File: src/sv/adcso_pkg.sv
// Shared types, constants and helpers for the ADC scan oversampling averager.
`timescale 1ns / 1ps
package adcso_pkg;

  localparam int MAX_CHANNELS_DEF = 8;
  localparam int SAMPLE_BITS_DEF  = 10;

  localparam int IDX_W         = 6;
  localparam int COUNT_W       = 4;
  localparam int SHIFT_W       = 3;
  localparam int SHIFT_MAX     = 5;
  localparam int MUX_W         = 5;
  localparam int MUX_ENTRIES   = 8;
  localparam int MUX_TABLE_W   = MUX_W * MUX_ENTRIES;
  localparam int CH_OUT_W      = 3;
  localparam int CFG_IDX_W     = 2;
  localparam int CFG_DATA_W    = MUX_TABLE_W;

  localparam logic [SHIFT_W-1:0] SHIFT_LIMIT   = SHIFT_W'(SHIFT_MAX);
  localparam logic [SHIFT_W-1:0] SHIFT_RESET   = 3'd3;
  localparam logic [COUNT_W-1:0] COUNT_RESET   = 4'd1;

  localparam logic OP_SAMPLE = 1'b0;
  localparam logic OP_READ   = 1'b1;

  typedef enum logic [CFG_IDX_W-1:0] {
    CFG_CHANNEL_COUNT = 2'd0,
    CFG_MUX_TABLE     = 2'd1,
    CFG_AVERAGE_SHIFT = 2'd2
  } cfg_reg_t;

  typedef struct packed {
    logic is_read;
    logic rd_ok;
  } ctl_t;

  function automatic logic [MUX_W-1:0] mux_of(input logic [MUX_TABLE_W-1:0] tbl,
                                               input logic [IDX_W-1:0] ch);
    logic [MUX_W-1:0] code;
    if (ch >= IDX_W'(MUX_ENTRIES)) begin
      code = '0;
    end else begin
      code = tbl[ch[2:0]*MUX_W +: MUX_W];
    end
    return code;
  endfunction

endpackage

File: src/sv/adc_scan_oversample_averager_core.sv
// Top level of the round-robin ADC scan averager with oversampling.
//
// Input channel (in_*): one beat per conversion (in_operation = sample) or per
// average read (in_operation = read, channel in in_read_channel).
// Result channel (out_*): exactly one beat per input beat, in order. A sample
// beat returns the mux code of the channel scanned next and flags a stored
// average; a read beat returns the stored average of the chosen channel.
// Configuration channel (cfg_*): always ready; index 0 channel count,
// 1 packed mux table, 2 averaging shift. Write only while the block is idle.
// Accepted beats pass the queue, then the result register. Throughput: one
// beat per cycle while out_ready is high, set by the accumulate and compare in
// the execution stage; a two-entry queue decouples acceptance from execution.
// When out_ready is low the result register holds, the queue fills, and
// in_ready drops once both entries are taken.
// Reset: synchronous, active low; clears accumulator, counters, averages and
// queue, and loads count 1, mux table 0, shift 3.
`timescale 1ns / 1ps
module adc_scan_oversample_averager_core #(
  parameter int MAX_CHANNELS = adcso_pkg::MAX_CHANNELS_DEF,
  parameter int SAMPLE_BITS  = adcso_pkg::SAMPLE_BITS_DEF
) (
  input  logic                              clk,
  input  logic                              rst_n,
  input  logic                              cfg_valid,
  output logic                              cfg_ready,
  input  logic [adcso_pkg::CFG_IDX_W-1:0]   cfg_index,
  input  logic [adcso_pkg::CFG_DATA_W-1:0]  cfg_data,
  input  logic                              in_valid,
  output logic                              in_ready,
  input  logic                              in_operation,
  input  logic [SAMPLE_BITS-1:0]            in_sample,
  input  logic [adcso_pkg::CH_OUT_W-1:0]    in_read_channel,
  output logic                              out_valid,
  input  logic                              out_ready,
  output logic [SAMPLE_BITS-1:0]            out_read_value,
  output logic [adcso_pkg::MUX_W-1:0]       out_mux_code,
  output logic                              out_average_stored,
  output logic [adcso_pkg::CH_OUT_W-1:0]    out_stored_channel
);
  import adcso_pkg::*;

  localparam int Q_W = $bits(ctl_t) + SAMPLE_BITS + IDX_W;

  logic                   q_full;
  logic                   q_not_empty;
  logic                   q_push;
  logic                   q_pop;
  ctl_t                   f_ctl;
  logic [SAMPLE_BITS-1:0] f_sample;
  logic [IDX_W-1:0]       f_idx;
  logic [Q_W-1:0]         q_rd_data;
  ctl_t                   b_ctl;
  logic [SAMPLE_BITS-1:0] b_sample;
  logic [IDX_W-1:0]       b_idx;

  adcso_front #(
    .MAX_CHANNELS (MAX_CHANNELS),
    .SAMPLE_BITS  (SAMPLE_BITS)
  ) u_front (
    .in_valid        (in_valid),
    .in_ready        (in_ready),
    .in_operation    (in_operation),
    .in_sample       (in_sample),
    .in_read_channel (in_read_channel),
    .q_full          (q_full),
    .q_push          (q_push),
    .q_ctl           (f_ctl),
    .q_sample        (f_sample),
    .q_idx           (f_idx)
  );

  adcso_fifo #(
    .DATA_W (Q_W)
  ) u_fifo (
    .clk       (clk),
    .rst_n     (rst_n),
    .push      (q_push),
    .push_data ({f_ctl, f_sample, f_idx}),
    .pop       (q_pop),
    .pop_data  (q_rd_data),
    .full      (q_full),
    .not_empty (q_not_empty)
  );

  assign {b_ctl, b_sample, b_idx} = q_rd_data;

  adcso_back #(
    .MAX_CHANNELS (MAX_CHANNELS),
    .SAMPLE_BITS  (SAMPLE_BITS)
  ) u_back (
    .clk                (clk),
    .rst_n              (rst_n),
    .cfg_valid          (cfg_valid),
    .cfg_ready          (cfg_ready),
    .cfg_index          (cfg_index),
    .cfg_data           (cfg_data),
    .q_valid            (q_not_empty),
    .q_ctl              (b_ctl),
    .q_sample           (b_sample),
    .q_idx              (b_idx),
    .q_pop              (q_pop),
    .out_valid          (out_valid),
    .out_ready          (out_ready),
    .out_read_value     (out_read_value),
    .out_mux_code       (out_mux_code),
    .out_average_stored (out_average_stored),
    .out_stored_channel (out_stored_channel)
  );

endmodule

File: src/sv/adcso_front.sv
// Front end: accepts input beats and classifies them for the execution queue.
`timescale 1ns / 1ps
module adcso_front #(
  parameter int MAX_CHANNELS = adcso_pkg::MAX_CHANNELS_DEF,
  parameter int SAMPLE_BITS  = adcso_pkg::SAMPLE_BITS_DEF
) (
  input  logic                            in_valid,
  output logic                            in_ready,
  input  logic                            in_operation,
  input  logic [SAMPLE_BITS-1:0]          in_sample,
  input  logic [adcso_pkg::CH_OUT_W-1:0]  in_read_channel,
  input  logic                            q_full,
  output logic                            q_push,
  output adcso_pkg::ctl_t                 q_ctl,
  output logic [SAMPLE_BITS-1:0]          q_sample,
  output logic [adcso_pkg::IDX_W-1:0]     q_idx
);
  import adcso_pkg::*;

  localparam logic [IDX_W-1:0] MAX_IDX = IDX_W'(MAX_CHANNELS);

  assign in_ready       = !q_full;
  assign q_push         = in_valid && !q_full;
  assign q_idx          = IDX_W'(in_read_channel);
  assign q_ctl.is_read  = (in_operation == OP_READ);
  assign q_ctl.rd_ok    = (IDX_W'(in_read_channel) < MAX_IDX);
  assign q_sample       = in_sample;

endmodule

File: src/sv/adcso_fifo.sv
// Two-entry queue between the front end and the execution stage.
`timescale 1ns / 1ps
module adcso_fifo #(
  parameter int DATA_W = 16
) (
  input  logic              clk,
  input  logic              rst_n,
  input  logic              push,
  input  logic [DATA_W-1:0] push_data,
  input  logic              pop,
  output logic [DATA_W-1:0] pop_data,
  output logic              full,
  output logic              not_empty
);

  logic [DATA_W-1:0] mem_r [2];
  logic              wr_ptr_r, wr_ptr_nxt;
  logic              rd_ptr_r, rd_ptr_nxt;
  logic [1:0]        cnt_r, cnt_nxt;

  assign full      = (cnt_r == 2'd2);
  assign not_empty = (cnt_r != 2'd0);
  assign pop_data  = mem_r[rd_ptr_r];

  always_comb begin
    wr_ptr_nxt = push ? !wr_ptr_r : wr_ptr_r;
    rd_ptr_nxt = pop ? !rd_ptr_r : rd_ptr_r;
    cnt_nxt    = cnt_r + 2'(push) - 2'(pop);
  end

  always_ff @(posedge clk) begin
    if (!rst_n) begin
      wr_ptr_r <= 1'b0;
      rd_ptr_r <= 1'b0;
      cnt_r    <= 2'd0;
    end else begin
      wr_ptr_r <= wr_ptr_nxt;
      rd_ptr_r <= rd_ptr_nxt;
      cnt_r    <= cnt_nxt;
    end
  end

  always_ff @(posedge clk) begin
    if (push) begin
      mem_r[wr_ptr_r] <= push_data;
    end
  end

endmodule

File: src/sv/adcso_back.sv
// Execution stage: configuration, accumulation, average store and result register.
`timescale 1ns / 1ps
module adcso_back #(
  parameter int MAX_CHANNELS = adcso_pkg::MAX_CHANNELS_DEF,
  parameter int SAMPLE_BITS  = adcso_pkg::SAMPLE_BITS_DEF
) (
  input  logic                              clk,
  input  logic                              rst_n,
  input  logic                              cfg_valid,
  output logic                              cfg_ready,
  input  logic [adcso_pkg::CFG_IDX_W-1:0]   cfg_index,
  input  logic [adcso_pkg::CFG_DATA_W-1:0]  cfg_data,
  input  logic                              q_valid,
  input  adcso_pkg::ctl_t                   q_ctl,
  input  logic [SAMPLE_BITS-1:0]            q_sample,
  input  logic [adcso_pkg::IDX_W-1:0]       q_idx,
  output logic                              q_pop,
  output logic                              out_valid,
  input  logic                              out_ready,
  output logic [SAMPLE_BITS-1:0]            out_read_value,
  output logic [adcso_pkg::MUX_W-1:0]       out_mux_code,
  output logic                              out_average_stored,
  output logic [adcso_pkg::CH_OUT_W-1:0]    out_stored_channel
);
  import adcso_pkg::*;

  localparam int CH_W  = (MAX_CHANNELS > 1) ? $clog2(MAX_CHANNELS) : 1;
  localparam int ACC_W = SAMPLE_BITS + SHIFT_MAX;
  localparam logic [IDX_W-1:0] MAX_IDX = IDX_W'(MAX_CHANNELS);

  logic [COUNT_W-1:0]     count_r;
  logic [MUX_TABLE_W-1:0] mux_r;
  logic [SHIFT_W-1:0]     shift_r;

  logic [ACC_W-1:0]       acc_r, acc_nxt;
  logic [IDX_W-1:0]       cnt_r, cnt_nxt;
  logic [CH_W-1:0]        cur_r, cur_nxt;
  logic [SAMPLE_BITS-1:0] avg_r [MAX_CHANNELS];

  logic                   out_valid_r;
  logic [SAMPLE_BITS-1:0] read_value_r, read_value_nxt;
  logic [MUX_W-1:0]       mux_code_r;
  logic                   stored_r;
  logic [CH_OUT_W-1:0]    stored_ch_r;

  logic                   exec;
  logic                   store;
  logic [IDX_W-1:0]       target;
  logic [IDX_W-1:0]       eff;
  logic [IDX_W-1:0]       ch_inc;
  logic [ACC_W-1:0]       acc_shifted;
  logic [SAMPLE_BITS-1:0] avg_new;
  logic [SHIFT_W-1:0]     shift_in;

  assign cfg_ready = 1'b1;
  assign exec      = q_valid && (!out_valid_r || out_ready);
  assign q_pop     = exec;

  always_comb begin
    target      = IDX_W'(1) << shift_r;
    store       = exec && !q_ctl.is_read && (cnt_r >= target);
    ch_inc      = IDX_W'(cur_r) + IDX_W'(1);
    eff         = (count_r == '0) ? IDX_W'(1) : IDX_W'(count_r);
    if (eff > MAX_IDX) begin
      eff = MAX_IDX;
    end
    acc_shifted = acc_r >> shift_r;
    avg_new     = acc_shifted[SAMPLE_BITS-1:0];

    acc_nxt = acc_r;
    cnt_nxt = cnt_r;
    cur_nxt = cur_r;
    if (store) begin
      acc_nxt = '0;
      cnt_nxt = '0;
      cur_nxt = (ch_inc >= eff) ? '0 : ch_inc[CH_W-1:0];
    end else if (exec && !q_ctl.is_read) begin
      acc_nxt = acc_r + ACC_W'(q_sample);
      cnt_nxt = cnt_r + IDX_W'(1);
    end

    read_value_nxt = '0;
    if (q_ctl.is_read && q_ctl.rd_ok) begin
      read_value_nxt = avg_r[q_idx[CH_W-1:0]];
    end

    shift_in = (cfg_data[SHIFT_W-1:0] > SHIFT_LIMIT) ? SHIFT_LIMIT : cfg_data[SHIFT_W-1:0];
  end

  always_ff @(posedge clk) begin
    if (!rst_n) begin
      count_r <= COUNT_RESET;
      mux_r   <= '0;
      shift_r <= SHIFT_RESET;
    end else if (cfg_valid) begin
      unique case (cfg_index)
        CFG_CHANNEL_COUNT: count_r <= cfg_data[COUNT_W-1:0];
        CFG_MUX_TABLE:     mux_r   <= cfg_data[MUX_TABLE_W-1:0];
        CFG_AVERAGE_SHIFT: shift_r <= shift_in;
        default: ;
      endcase
    end
  end

  always_ff @(posedge clk) begin
    if (!rst_n) begin
      acc_r <= '0;
      cnt_r <= '0;
      cur_r <= '0;
      for (int i = 0; i < MAX_CHANNELS; i++) begin
        avg_r[i] <= '0;
      end
    end else begin
      acc_r <= acc_nxt;
      cnt_r <= cnt_nxt;
      cur_r <= cur_nxt;
      if (store) begin
        avg_r[cur_r] <= avg_new;
      end
    end
  end

  always_ff @(posedge clk) begin
    if (!rst_n) begin
      out_valid_r <= 1'b0;
    end else if (exec) begin
      out_valid_r <= 1'b1;
    end else if (out_ready) begin
      out_valid_r <= 1'b0;
    end
  end

  always_ff @(posedge clk) begin
    if (exec) begin
      read_value_r <= read_value_nxt;
      mux_code_r   <= mux_of(mux_r, IDX_W'(cur_nxt));
      stored_r     <= store;
      stored_ch_r  <= store ? CH_OUT_W'(cur_r) : '0;
    end
  end

  assign out_valid          = out_valid_r;
  assign out_read_value     = read_value_r;
  assign out_mux_code       = mux_code_r;
  assign out_average_stored = stored_r;
  assign out_stored_channel = stored_ch_r;

  a_count_bound: assert property (@(posedge clk) disable iff (!rst_n)
    cnt_r <= IDX_W'(32))
    else $error("sample count above limit");

  a_channel_bound: assert property (@(posedge clk) disable iff (!rst_n)
    IDX_W'(cur_r) < MAX_IDX)
    else $error("current channel out of range");

  a_store_clears: assert property (@(posedge clk) disable iff (!rst_n)
    store |=> (cnt_r == '0) && (acc_r == '0))
    else $error("accumulator not cleared after store");

  a_store_no_read: assert property (@(posedge clk) disable iff (!rst_n)
    (out_valid_r && stored_r) |-> (read_value_r == '0))
    else $error("store beat carries a read value");

  a_hold_on_stall: assert property (@(posedge clk) disable iff (!rst_n)
    (out_valid_r && !out_ready) |=> !$past(exec) || $past(q_valid))
    else $error("result register overwritten under stall");

endmodule
File: config.mk
export PLATFORM = sky130hd
export DESIGN_NAME = adc_scan_oversample_averager_core
export DESIGN_NICKNAME = d
export VERILOG_FILES = /design/src/sv/adcso_pkg.sv /design/src/sv/adc_scan_oversample_averager_core.sv /design/src/sv/adcso_front.sv /design/src/sv/adcso_fifo.sv /design/src/sv/adcso_back.sv
export SDC_FILE = /design/constraint.sdc
export NUM_CORES = 1
export LEC_CHECK = 0
export BUFFER_PORTS_ARGS = -buffer_cell sky130_fd_sc_hd__buf_2
export CAP_MARGIN = 10
export CELL_PAD_IN_SITES_DETAIL_PLACEMENT = 1
export CELL_PAD_IN_SITES_GLOBAL_PLACEMENT = 2
export CORE_MARGIN = 2
export CORE_UTILIZATION = 43
export DETAILED_ROUTE_END_ITERATION = 8
export PLACE_DENSITY_LB_ADDON = 0.05
export SKIP_CTS_REPAIR_TIMING = 1
export SKIP_LAST_GASP = 1
export SYNTH_ARGS = -nofsm -noshare
export SYNTH_HDL_FRONTEND = slang
export SYNTH_SLANG_ARGS = --single-unit
File: constraint.sdc
create_clock -name clk -period 5.85 [get_ports clk]
set_input_delay 0 -clock clk [delete_from_list [all_inputs] [get_ports clk]]
set_output_delay 0 -clock clk [all_outputs]
set_load 0.1 [all_outputs]
==> summary.md <==
| Metric | Value |
|---|---|
| Outcome | `complete, but fails checks` |
| Failing checks | `negative hold slack` |
| Critical path launch point type | `flip-flop` |
| Vias in the first global route | `7599` |
| Area growth from synthesis to layout | `20.3%` |
| Reg2reg setup slack | `1.38 ns` |
| Core area | `23300 sq um` |
| Distinct cells, synth | `54` |
| Register area share after synthesis | `0.531` |
| FF+latch area | `5360 sq um` |
| Post-synth top area share | `0.378` |
| Worst-skew pair later-pin latency | `0.51 ns` |
| Critical path class | `flip-flop to flip-flop` |
| Reg2Reg Depth | `7` |
| Post-Layout Cell Count | `1389` |
| Final number of setup-violating endpoints | `0` |
| Dpl cells | `1289` |
| #FFs+latches synth | `204` |
| Layout cells sized above 1 | `0.164` |
| Clock buffer depth | `3` |
| Count leader, synth | `nand2_1` |
| Rows | `56` |
| Nets | `1138` |
| Via density | `5.47` |
| CP max FO | `24` |
| I/O Buffers | `81` |
| IO Count | `83` |
| Initial cell density of the core | `0.434` |
| Global-route wire length before repair | `43.0 mm` |
| Yosys warning total | `0` |
| TritonCTS clock tree | `done` |
| Filler Cell Count | `2533` |
| Worst Skew | `0.0188 ns` |
| Hold EP | `u_back.shift_r[0]` |
| CTS sink count | `204` |
| HPWL after DPL | `19.4 mm` |
| Synth cell count leaders | `nand2_1, edfxtp_1, nor2_1, dfxtp_1, clkbuf_1` |
| Setup_tns | `0 ns` |
| Worst Setup End Kind | `flip-flop` |
| Final ANT Viol Nets | `0` |
| HP Start | `cfg_index[1]` |
| Final Max Slew Viols | `0` |
| CP Data Arrival Time | `4.63 ns` |
| F_max | `224 MHz` |
| GRT Residual Overflow | `0` |
| Critical R2R Capture | `u_back.avg_r[3][8]` |
| Max Used Layer | `met4` |
| Final Hold Vio Count | `1` |
| Drt pass-1 iters | `4` |
| MaxCap Viol Count | `0` |
| Antenna cell count | `0` |
| Initial antenna violation count | `0` |
| Slew headroom | `0.258` |
| PwrDens | `401 nW/um^2` |
| Total power | `4.87 mW` |
| M1 wire length | `12.4 mm` |
| Syn avg cell area | `10.6 sq um` |
| Drt drc | `0` |
| Synth top area cells | `edfxtp_1, dfxtp_1, nand2_1, mux4_2, mux2i_1` |
| Clk root buf | `clkbuf_16` |
| Multi-input logic area | `4440 sq um` |
| Post-Syn Area | `10100 sq um` |
| Largest area contributor in the netlist | `edfxtp_1` |
| Top_reg_cell synth | `edfxtp_1` |
| Hold_ws | `-0.00210 ns` |
| Max VDD drop | `298 uV` |
| Lkg Pwr | `4.63 nW` |
| Post-Route WL | `27.6 mm` |
| Critical Path RT | `6.01 ns` |
| Wire length on met3 | `1.18 mm` |
| Clock slew at reported path FFs | `0.06 ns` |
| Asr flop ratio synth | `0` |
| WL per Instance | `19.9 microns` |
| Synth Instances | `948` |
| Hold depth | `3` |
| Final worst-path cycle share | `0.764` |
| Overall die area | `24700 sq um` |
| Pin count of the biggest net entering global routing | `65` |
| Initial DRC count | `515` |
| Die Y | `157 microns` |
| Worst-Margin Slew | `1.11 ns` |
| Number of synthesized flops with an enable pin | `127` |
| Net Count, Synth | `1034` |
| H-tree depth | `1` |
| RD Place Congestion | `0.866` |
| Die width | `157 microns` |
| Hold Crit Class | `primary input to flip-flop` |
| RSZ-0062 raised after global routing | `false` |
| Overall routing resource usage | `0.224` |
| TritonCTS Buffers | `24` |
| Vias | `7601` |
| Final worst path period need | `4.47 ns` |
| WL met2 | `13.6 mm` |
==> area by class of cell <==
type | count | area share
Timing Repair Buffer | 147 | 0.0872
Sequential cell | 204 | 0.441
Clock inverter | 13 | 0.0154
Tap cell | 319 | 0.0329
Clock buffer | 31 | 0.0542
Multi-Input combinational cell | 665 | 0.366
Inverter | 10 | 0.00320
==> layout by cell type, fill, tap and decap left out, types with 25 or more instances in the layout <==
cell,count
a21boi_0,42
a21oi_1,26
buf_2,81
clkbuf_16,25
dfxtp_1,77
dlygate4sd3_1,55
edfxtp_1,127
mux2i_1,41
mux4_2,26
nand2_1,168
nand4_1,46
nor2_1,105
==> worst max-delay path, stage by stage, from the launching register on <==
cell and delay [ns]:
dfxtp_1 0.89, mux2i_1 0.85, nor3b_2 0.52, o21a_2 0.52
nand2_4 0.15, nor2_2 0.27, nand4_1 0.41, nand2_1 0.50
==> worst max path at each step <==
stage / endpoint / slack [ns] / cells past startpoint
floorplan: u_back.avg_r[2][0] / 2.53 / 11
global placement: u_back.avg_r[3][7] / 1.71 / 7
detailed placement: u_back.avg_r[3][0] / 1.43 / 7
CTS: u_back.avg_r[3][1] / 1.40 / 7
global route: u_back.avg_r[3][3] / 0.98 / 7
finish: u_back.avg_r[3][8] / 1.38 / 7
==> power breakdown <==
part	internal [mW]	leakage, nW	switching [mW]
clock	1.01	0.408	0.590
combinational	0.443	2.32	1.02
sequential	1.70	1.90	0.112
total	3.15	4.63	1.72
==> stage by stage <==
| stage | instance area [sq um] | setup slack (ns) | utilization |
|---|---|---|---|
| finish | 12100 | 1.38 | 0.522 |
| floorplan | 10100 | 2.53 | - |
| CTS | 11500 | 1.40 | 0.496 |
| detailed placement | 10700 | 1.43 | 0.460 |
| global route | 12100 | 0.982 | 0.522 |
| global placement | 10700 | 1.71 | 0.460 |
==> per-layer routing <==
| metal | global-route usage | up-vias |
|---|---|---|
| li1 | - | 3631 |
| met1 | 0.304 | 3766 |
| met2 | 0.383 | 172 |
| met3 | 0.0339 | 32 |
| met4 | 0.0433 | 0 |
| met5 | 0 | - |
==> cell families after synthesis <==
logic type	share of synthesized area
AO/OA/AOI/OAI	0.0890
XOR/XNOR	0.0130
adder cells (fa/ha/maj)	0.0318
buffers and inverters	0.0332
flip-flops	0.531
multiplexers	0.112
other	0.000372
AND/OR/NAND/NOR	0.190
==> registers in the layout, indices dropped and copies added (netlist names), 2 cells and up, named ones only <==
signal and flops:
u_back.cur_r 3, u_back.out_read_value 10, u_back.acc_r 15, u_back.avg_r 80, u_fifo.cnt_r 2, u_back.cnt_r 6
u_fifo.mem_r 28, u_back.mux_r 40, u_back.out_stored_channel 3, u_back.shift_r 3, u_back.count_r 4, u_back.out_mux_code 5
(Power assumes the default switching activity.)
